<file path="src/rfbt_pkg.sv">
// Package of the block table: widths, request and status codes, state
// encoding and the table entry type. Depends on nothing.
package rfbt_pkg;

    localparam int DEF_ENTRIES = 16;

    localparam logic [16:0] POOL_LIMIT = 17'h10000;
    localparam logic [15:0] REFS_MAX   = 16'hFFFF;

    typedef enum logic [2:0] {
        OP_CREATE = 3'd0,
        OP_INC    = 3'd1,
        OP_DEC    = 3'd2,
        OP_SWEEP  = 3'd3,
        OP_XLATE  = 3'd4
    } op_t;

    typedef enum logic [1:0] {
        ST_OK       = 2'd0,
        ST_NOSPACE  = 2'd1,
        ST_NOTFOUND = 2'd2,
        ST_REFUSED  = 2'd3
    } status_t;

    typedef enum logic [1:0] {
        S_IDLE,
        S_SCAN,
        S_APPLY
    } state_t;

    typedef struct packed {
        logic [15:0] ident;
        logic [16:0] bytes;
        logic [15:0] base;
        logic [15:0] refs;
    } entry_t;

    typedef struct packed {
        logic hit;
        logic free_it;
    } eval_t;

endpackage

</file>
<file path="src/rfbt_table.sv">
// Entry memory of the block table: one write port, one registered read port.
// Depends on rfbt_pkg for the entry type.
module rfbt_table
    import rfbt_pkg::*;
#(
    parameter int DEPTH = DEF_ENTRIES,
    parameter int AW    = 4
)
(
    input  logic          clk,
    input  logic          rd_en,
    input  logic [AW-1:0] rd_addr,
    output entry_t        rd_data,
    input  logic          wr_en,
    input  logic [AW-1:0] wr_addr,
    input  entry_t        wr_data
);

    entry_t mem [DEPTH];
    entry_t rd_data_reg;

    always_ff @(posedge clk)
    begin
        if (wr_en)
        begin
            mem[wr_addr] <= wr_data;
        end
        if (rd_en)
        begin
            rd_data_reg <= mem[rd_addr];
        end
    end

    assign rd_data = rd_data_reg;

endmodule

</file>
<file path="src/rfbt_eval.sv">
// Shared entry evaluator: the one compare and offset adder that every scan
// step of the sequencer uses. Depends on rfbt_pkg.
module rfbt_eval
    import rfbt_pkg::*;
#(
    parameter int OFFW = 22
)
(
    input  logic [2:0]      op,
    input  logic            used,
    input  entry_t          ent,
    input  logic [15:0]     req_id,
    input  logic [16:0]     req_size,
    input  logic [OFFW-1:0] offset,
    output eval_t           result,
    output logic [OFFW-1:0] offset_sum
);

    always_comb
    begin
        result = '0;
        case (op)
            OP_CREATE:
            begin
                result.hit = !used && (ent.bytes >= req_size);
            end
            OP_INC, OP_DEC, OP_XLATE:
            begin
                result.hit = used && (ent.ident == req_id);
            end
            OP_SWEEP:
            begin
                result.free_it = used && (ent.refs == 16'd0);
            end
            default:
            begin
                result = '0;
            end
        endcase
    end

    // Running offset of the create walk.
    assign offset_sum = offset + OFFW'(ent.bytes);

endmodule

</file>
<file path="src/refcounted_first_fit_block_table_unit.sv">
// Sequence: done rises after the scan has read the entries up to and including a hit (at
// most TABLE_ENTRIES, 16 by default) and the apply state has run; an unknown request code
// skips the scan and goes straight to the apply state.
// Throughput: one item at a time; a new item is taken in the cycle of the result.
// Set by the single read port of the entry memory, one entry per cycle.
// Reset: asynchronous and active low; empties the table, pool back to 65536.
module refcounted_first_fit_block_table_unit
    import rfbt_pkg::*;
#(
    parameter int TABLE_ENTRIES = DEF_ENTRIES
)
(
    input  logic        clk,
    input  logic        rst_n,
    input  logic        start,
    output logic        busy,
    input  logic [2:0]  req_type,
    input  logic [15:0] block_id,
    input  logic [16:0] req_size,
    output logic        done,
    output logic        ok,
    output logic [1:0]  status,
    output logic [15:0] result_id,
    output logic [15:0] base_offset,
    output logic [4:0]  freed_count,
    input  logic        cfg_valid,
    output logic        cfg_ready,
    input  logic [16:0] cfg_data
);

    // Index width, count width (holds TABLE_ENTRIES itself) and the width of
    // the summed offset, which can pass the pool limit on a long walk.
    localparam int IDXW = (TABLE_ENTRIES > 1) ? $clog2(TABLE_ENTRIES) : 1;
    localparam int CNTW = $clog2(TABLE_ENTRIES + 1);
    localparam int OFFW = 17 + CNTW;

    // Sequencer state and bookkeeping.
    state_t                  state_reg, state_next;
    logic [16:0]             pool_reg;
    logic [CNTW-1:0]         filled_reg, filled_next;
    logic [15:0]             next_id_reg, next_id_next;
    logic [TABLE_ENTRIES-1:0] used_reg, used_next;

    // The item being served.
    logic [2:0]              op_reg, op_next;
    logic [15:0]             id_reg, id_next;
    logic [16:0]             size_reg, size_next;

    // Scan pointers: iss_reg is the next entry to read, cur_reg the entry whose
    // data sits in the memory's read register when pend_reg is set.
    logic [CNTW-1:0]         iss_reg, iss_next;
    logic [IDXW-1:0]         cur_reg, cur_next;
    logic                    pend_reg, pend_next;
    logic [OFFW-1:0]         offset_reg, offset_next;
    logic [4:0]              freed_reg, freed_next;
    logic                    found_reg, found_next;
    logic [IDXW-1:0]         hit_idx_reg, hit_idx_next;
    entry_t                  hold_reg, hold_next;

    // Result registers.
    logic                    done_reg, done_next;
    logic                    ok_reg, ok_next;
    logic [1:0]              status_reg, status_next;
    logic [15:0]             rid_reg, rid_next;
    logic [15:0]             base_reg, base_next;
    logic [4:0]              fout_reg, fout_next;

    // Memory ports and evaluator.
    logic                    rd_en;
    logic [IDXW-1:0]         rd_addr;
    entry_t                  rd_data;
    logic                    wr_en;
    logic [IDXW-1:0]         wr_addr;
    entry_t                  wr_data;
    eval_t                   ev;
    logic [OFFW-1:0]         ev_offset;

    logic                    accept;
    logic                    scan_hit;
    logic                    scan_more;
    logic [16:0]             pool_eff;
    logic [17:0]             end_sum;
    logic                    app_ok;

    assign accept    = start && (state_reg == S_IDLE);
    assign busy      = (state_reg != S_IDLE);
    assign cfg_ready = 1'b1;

    assign scan_hit  = pend_reg && ev.hit;
    assign scan_more = (iss_reg < filled_reg);

    // Pool register values above the limit behave as the limit.
    assign pool_eff = (pool_reg > POOL_LIMIT) ? POOL_LIMIT : pool_reg;
    // Only used when the offset is already below the limit, so 17 bits of it do.
    assign end_sum  = {1'b0, offset_reg[16:0]} + {1'b0, size_reg};
    assign app_ok   = (filled_reg < CNTW'(TABLE_ENTRIES))
                   && (offset_reg < OFFW'(POOL_LIMIT))
                   && (end_sum <= {1'b0, pool_eff});

    rfbt_table #(
        .DEPTH (TABLE_ENTRIES),
        .AW    (IDXW)
    ) u_table (
        .clk     (clk),
        .rd_en   (rd_en),
        .rd_addr (rd_addr),
        .rd_data (rd_data),
        .wr_en   (wr_en),
        .wr_addr (wr_addr),
        .wr_data (wr_data)
    );

    rfbt_eval #(
        .OFFW (OFFW)
    ) u_eval (
        .op         (op_reg),
        .used       (used_reg[cur_reg]),
        .ent        (rd_data),
        .req_id     (id_reg),
        .req_size   (size_reg),
        .offset     (offset_reg),
        .result     (ev),
        .offset_sum (ev_offset)
    );

    // Next state. Every known request walks the table; an unknown code goes
    // straight to the answer.
    always_comb
    begin
        state_next = state_reg;
        case (state_reg)
            S_IDLE:
            begin
                if (accept)
                begin
                    if (req_type inside {[OP_CREATE:OP_XLATE]})
                    begin
                        state_next = S_SCAN;
                    end
                    else
                    begin
                        state_next = S_APPLY;
                    end
                end
            end
            S_SCAN:
            begin
                if (scan_hit || !scan_more)
                begin
                    state_next = S_APPLY;
                end
            end
            S_APPLY:
            begin
                state_next = S_IDLE;
            end
            default:
            begin
                state_next = S_IDLE;
            end
        endcase
    end

    // Datapath and outputs of the sequencer.
    always_comb
    begin
        filled_next  = filled_reg;
        next_id_next = next_id_reg;
        used_next    = used_reg;
        op_next      = op_reg;
        id_next      = id_reg;
        size_next    = size_reg;
        iss_next     = iss_reg;
        cur_next     = cur_reg;
        pend_next    = pend_reg;
        offset_next  = offset_reg;
        freed_next   = freed_reg;
        found_next   = found_reg;
        hit_idx_next = hit_idx_reg;
        hold_next    = hold_reg;
        done_next    = 1'b0;
        ok_next      = ok_reg;
        status_next  = status_reg;
        rid_next     = rid_reg;
        base_next    = base_reg;
        fout_next    = fout_reg;
        rd_en        = 1'b0;
        rd_addr      = iss_reg[IDXW-1:0];
        wr_en        = 1'b0;
        wr_addr      = hit_idx_reg;
        wr_data      = hold_reg;

        case (state_reg)
            S_IDLE:
            begin
                if (accept)
                begin
                    op_next     = req_type;
                    id_next     = block_id;
                    size_next   = req_size;
                    iss_next    = '0;
                    pend_next   = 1'b0;
                    offset_next = '0;
                    freed_next  = '0;
                    found_next  = 1'b0;
                end
            end

            S_SCAN:
            begin
                if (scan_hit)
                begin
                    // Keep the entry; no further read is issued.
                    found_next   = 1'b1;
                    hold_next    = rd_data;
                    hit_idx_next = cur_reg;
                    pend_next    = 1'b0;
                end
                else
                begin
                    if (pend_reg)
                    begin
                        offset_next = ev_offset;
                        if (ev.free_it)
                        begin
                            used_next[cur_reg] = 1'b0;
                            freed_next         = freed_reg + 5'd1;
                        end
                    end
                    if (scan_more)
                    begin
                        rd_en     = 1'b1;
                        cur_next  = iss_reg[IDXW-1:0];
                        pend_next = 1'b1;
                        iss_next  = iss_reg + CNTW'(1);
                    end
                    else
                    begin
                        pend_next = 1'b0;
                    end
                end
            end

            S_APPLY:
            begin
                done_next   = 1'b1;
                ok_next     = 1'b0;
                status_next = ST_REFUSED;
                rid_next    = '0;
                base_next   = '0;
                fout_next   = '0;
                case (op_reg)
                    OP_CREATE:
                    begin
                        if (found_reg)
                        begin
                            // Reuse a free slot; it keeps its own size.
                            wr_en                  = 1'b1;
                            wr_addr                = hit_idx_reg;
                            wr_data.ident          = next_id_reg;
                            wr_data.bytes          = hold_reg.bytes;
                            wr_data.base           = offset_reg[15:0];
                            wr_data.refs           = 16'd1;
                            used_next[hit_idx_reg] = 1'b1;
                            next_id_next           = next_id_reg + 16'd1;
                            ok_next                = 1'b1;
                            status_next            = ST_OK;
                            rid_next               = next_id_reg;
                            base_next              = offset_reg[15:0];
                        end
                        else if (app_ok)
                        begin
                            wr_en         = 1'b1;
                            wr_addr       = filled_reg[IDXW-1:0];
                            wr_data.ident = next_id_reg;
                            wr_data.bytes = size_reg;
                            wr_data.base  = offset_reg[15:0];
                            wr_data.refs  = 16'd1;
                            used_next[filled_reg[IDXW-1:0]] = 1'b1;
                            filled_next   = filled_reg + CNTW'(1);
                            next_id_next  = next_id_reg + 16'd1;
                            ok_next       = 1'b1;
                            status_next   = ST_OK;
                            rid_next      = next_id_reg;
                            base_next     = offset_reg[15:0];
                        end
                        else
                        begin
                            status_next = ST_NOSPACE;
                        end
                    end
                    OP_INC:
                    begin
                        if (found_reg)
                        begin
                            wr_en = 1'b1;
                            if (hold_reg.refs != REFS_MAX)
                            begin
                                wr_data.refs = hold_reg.refs + 16'd1;
                            end
                            ok_next     = 1'b1;
                            status_next = ST_OK;
                        end
                        else
                        begin
                            status_next = ST_NOTFOUND;
                        end
                    end
                    OP_DEC:
                    begin
                        if (!found_reg)
                        begin
                            status_next = ST_NOTFOUND;
                        end
                        else if (hold_reg.refs != 16'd0)
                        begin
                            wr_en        = 1'b1;
                            wr_data.refs = hold_reg.refs - 16'd1;
                            ok_next      = 1'b1;
                            status_next  = ST_OK;
                        end
                    end
                    OP_SWEEP:
                    begin
                        ok_next     = 1'b1;
                        status_next = ST_OK;
                        fout_next   = freed_reg;
                    end
                    OP_XLATE:
                    begin
                        if (!found_reg)
                        begin
                            status_next = ST_NOTFOUND;
                        end
                        else if (size_reg <= hold_reg.bytes)
                        begin
                            ok_next     = 1'b1;
                            status_next = ST_OK;
                            base_next   = hold_reg.base;
                        end
                    end
                    default:
                    begin
                        status_next = ST_REFUSED;
                    end
                endcase
            end

            default:
            begin
                done_next = 1'b0;
            end
        endcase
    end

    // Control state, initialised by reset.
    always_ff @(posedge clk or negedge rst_n)
    begin
        if (!rst_n)
        begin
            state_reg   <= S_IDLE;
            pool_reg    <= POOL_LIMIT;
            filled_reg  <= '0;
            next_id_reg <= '0;
            used_reg    <= '0;
            pend_reg    <= 1'b0;
            done_reg    <= 1'b0;
        end
        else
        begin
            state_reg   <= state_next;
            filled_reg  <= filled_next;
            next_id_reg <= next_id_next;
            used_reg    <= used_next;
            pend_reg    <= pend_next;
            done_reg    <= done_next;
            if (cfg_valid && cfg_ready)
            begin
                pool_reg <= cfg_data;
            end
        end
    end

    // Payload registers.
    always_ff @(posedge clk)
    begin
        op_reg      <= op_next;
        id_reg      <= id_next;
        size_reg    <= size_next;
        iss_reg     <= iss_next;
        cur_reg     <= cur_next;
        offset_reg  <= offset_next;
        freed_reg   <= freed_next;
        found_reg   <= found_next;
        hit_idx_reg <= hit_idx_next;
        hold_reg    <= hold_next;
        ok_reg      <= ok_next;
        status_reg  <= status_next;
        rid_reg     <= rid_next;
        base_reg    <= base_next;
        fout_reg    <= fout_next;
    end

    assign done        = done_reg;
    assign ok          = ok_reg;
    assign status      = status_reg;
    assign result_id   = rid_reg;
    assign base_offset = base_reg;
    assign freed_count = fout_reg;

endmodule

</file>
<file path="config.mk">
export PLATFORM = sky130hd
export DESIGN_NAME = refcounted_first_fit_block_table_unit
export DESIGN_NICKNAME = d
export VERILOG_FILES = /design/src/rfbt_pkg.sv /design/src/rfbt_table.sv /design/src/rfbt_eval.sv /design/src/refcounted_first_fit_block_table_unit.sv
export SDC_FILE = /design/constraint.sdc
export NUM_CORES = 2
export LEC_CHECK = 0
export BUFFER_PORTS_ARGS = -buffer_cell sky130_fd_sc_hd__buf_2
export CORE_ASPECT_RATIO = 0.7
export CORE_MARGIN = 5
export CORE_UTILIZATION = 34
export DETAILED_ROUTE_END_ITERATION = 8
export PLACE_DENSITY = 0.58
export SYNTH_ARGS = -nofsm -noshare
export SYNTH_HDL_FRONTEND = slang
export SYNTH_SLANG_ARGS = --single-unit
export TNS_END_PERCENT = 1
</file>
<file path="constraint.sdc">
create_clock -name clk -period 9.3 [get_ports clk]
set_clock_uncertainty 0.1 [all_clocks]
set_input_delay 1.86 -clock clk [delete_from_list [all_inputs] [get_ports clk]]
set_output_delay 1.86 -clock clk [all_outputs]
set_load 0.02 [all_outputs]
</file>
==> results.json <==
{
  "relSlewSlack": 0.0938,
  "die_w_um": 490,
  "ioPinCount": 100,
  "drc": 0,
  "fin_tns_setup_ns": 0,
  "swShare": 0.298,
  "async_reset_ff_frac": 0.0431,
  "power_frac_comb": 0.254,
  "end_kind": "flip-flop",
  "pwr-share-clk": 0.318,
  "die-area_um2": 170000,
  "cts.sinks": 1345,
  "timing.rr.end": "u_table.mem[2][8]",
  "rsz0062_at_grt": "false",
  "synth_most_common_cell": "edfxtp_1",
  "rows": 123,
  "internal_power_mw": 12.0,
  "ys.flop_type": "edfxtp_1",
  "r2r_cells": 21,
  "place_congestion": 0.832,
  "seqPwrFrac": 0.428,
  "ir_worst_vdd_uv": 188,
  "start_util": 0.342,
  "insertion_delay_ns": 0.76,
  "first_pass_iters": 5,
  "period_share": 0.760,
  "fin_crit_ns": 7.07,
  "drive_gt1_frac": 0.236,
  "antenna_found_initial": 17,
  "netlist_instances": 2877,
  "wl_um": 144000,
  "largest_register_ffs": 1040,
  "cp_max_fo": 50,
  "use_met3": 0.0553,
  "whs_path_depth": 0,
  "wl_per_cell_um": 27.3,
  "setup_violations": 0,
  "total_power_mw": 17.1,
  "dp_cells": 5051,
  "hold_class": "reg2reg",
  "min_to": "hold_reg[21]",
  "startpoint_type": "flip-flop",
  "io_buffers": 98,
  "yosysSeqAreaShare": 0.731,
  "synth_area_leaders": "edfxtp_1 (70%), mux4_2 (14%), dfrtp_1 (2.6%)",
  "postRouteAntennaNets": 0,
  "coreArea_um2": 161000,
  "ctsResizeCount": 0,
  "ctsRootBufferMaster": "clkbuf_16",
  "outcome": "complete, no violations",
  "power_density_nw_per_um2": 272,
  "ctsHoldBuffers": 0,
  "post-cts-setup-buffer-count": 0,
  "overflow": 0,
  "cts_max_level": 4,
  "syn_avg_cell_area_um2": 19.1,
  "synthesis.nets": 3034,
  "path_class": "reg2reg",
  "rr_startpoint": "size_reg[0]",
  "power.switching_mw": 5.10,
  "num_vias": 28700,
  "instances_no_fill": 5289,
  "grt_use_met2": 0.216,
  "final_nets": 3215,
  "busiest_layer": "met1",
  "die_h_um": 346,
  "grt_usage": 0.167,
  "drv_cap": 0,
  "p_leak_nw": 20.4,
  "synth_commonest_cells": "edfxtp_1 (1287), mux4_2 (330), nand2_1 (191)",
  "first_global_vias": 27500,
  "place.detailed.hpwl_um": 88600,
  "grt_max_degree": 132,
  "synth_cell_types": 71,
  "fill_cells": 14300,
  "area_growth_pct": 14.7,
  "tightest_slew_ns": 1.35,
  "finalMaxSlewViolations": 0,
  "synth_area_leader_cell": "edfxtp_1",
  "hold_violations": 0,
  "worstPathRequired_ns": 9.59,
  "synth-edff-count": 1287,
  "synth_top_area_share": 0.705,
  "fmax_mhz": 141,
  "syn_area_um2": 54800,
  "cts_tree": "yes",
  "critPathArrivalTime_ns": 7.36,
  "ys_warn_count": 0,
  "r2r_slack_ns": 2.23,
  "hp-start": "u_table.rd_data[21]",
  "vias_per_cell": 5.43,
  "path_clk_slew_ns": 0.07,
  "drt_iter0_markers": 3449,
  "numCtsBuffers": 130,
  "grt_pass1_wl_um": 206000,
  "clockBufferDepth": 3,
  "ys_ff_latch": 1345,
  "grt_use_met1": 0.264
}
[final cells by class]
cell class,instances,area [um2],area share
antenna,5,12.5,0.000199
clock buffer,153,3410,0.0543
clock inverter,80,938,0.0149
inverter,77,289,0.00459
multi-input combinational,1335,14200,0.226
sequential,1345,40100,0.637
tap,2125,2660,0.0423
timing repair buffer,169,1270,0.0202
[power groups by stage]
stage | combinational (mW) | sequential (mW) | clock [mW]
CTS | 4.39 | 7.34 | 5.56
floorplan | 2.95 | 7.39 | 0
global route | 4.71 | 7.36 | 5.83
finish | 4.35 | 7.34 | 5.45
global placement | 4.37 | 7.46 | 0
detailed placement | 4.37 | 7.46 | 0
[worst max-delay path, stage by stage, from the launching register on]
cell and delay [ns]:
edfxtp_1 0.45, ha_1 0.27, inv_1 0.08, fa_1 0.21, nor2b_1 0.06, o21ai_0 0.25, a21oi_1 0.16, o211a_1 0.29
a211o_1 0.28, a31o_2 0.23, a21oi_1 0.17, xnor2_1 0.10, ha_1 0.30, nand4_1 0.12, or4_1 0.56, o21ai_0 0.19
o211ai_1 0.24, nor4_2 0.33, buf_4 0.49, nand2_1 0.38, a21oi_4 0.88, buf_12 0.43
[cell usage in the layout (no fill, tap or decap), types with 30 or more instances in the layout]
cell type,count
buf_2,98
buf_4,51
xnor2_1,40
a21oi_1,73
clkbuf_16,133
nor2_1,89
ha_1,98
nand3_1,30
dfrtp_1,57
nand2_1,191
edfxtp_1,1287
o21ai_0,57
xor2_1,31
inv_1,73
mux4_2,330
[cell families after synthesis]
family,after synthesis,synth area share
AO/OA/AOI/OAI,334,0.0400
adder cells (fa/ha/maj),100,0.0231
AND/OR/NAND/NOR,482,0.0415
buffers and inverters,197,0.0138
XOR/XNOR,71,0.0113
other,1,0.0000684
flip-flops,1345,0.731
multiplexers,347,0.139
[metal layers]
| layer | part of all wire | vias to the layer above | wire, um |
|---|---|---|---|
| li1 | - | 12100 | - |
| met1 | 0.47 | 15200 | 68300 |
| met2 | 0.40 | 1271 | 57700 |
| met3 | 0.11 | 158 | 15300 |
| met4 | 0.020 | 4 | 2930 |
| met5 | 0.00015 | - | 21 |
[worst max-delay path by stage]
| stage | from | to | slack, ns | depth (start not counted) |
|---|---|---|---|---|
| 6_report | size_reg[0] | u_table.mem[2][8] | 2.23 | 21 |
| 4_1_cts | size_reg[0] | u_table.mem[6][58] | 2.20 | 21 |
| 3_3_place_gp | size_reg[0] | u_table.mem[1][31] | 2.30 | 21 |
| 2_1_floorplan | size_reg[0] | u_table.mem[12][0] | 1.20 | 20 |
| 5_1_grt | size_reg[0] | u_table.mem[1][27] | 1.79 | 21 |
| 3_5_place_dp | size_reg[0] | u_table.mem[6][58] | 2.25 | 21 |
[metrics by stage]
stage	util	worst slack, ns	hold slack [ns]	instance area [um2]
5_1_grt	0.392	1.79	0.331	62900
2_1_floorplan	-	1.20	0.300	54800
3_5_place_dp	0.365	2.25	0.305	58600
6_report	0.392	2.23	0.321	62900
4_1_cts	0.392	2.20	0.321	62900
3_3_place_gp	0.365	2.30	0.303	58600
(Power assumes the default switching activity.)
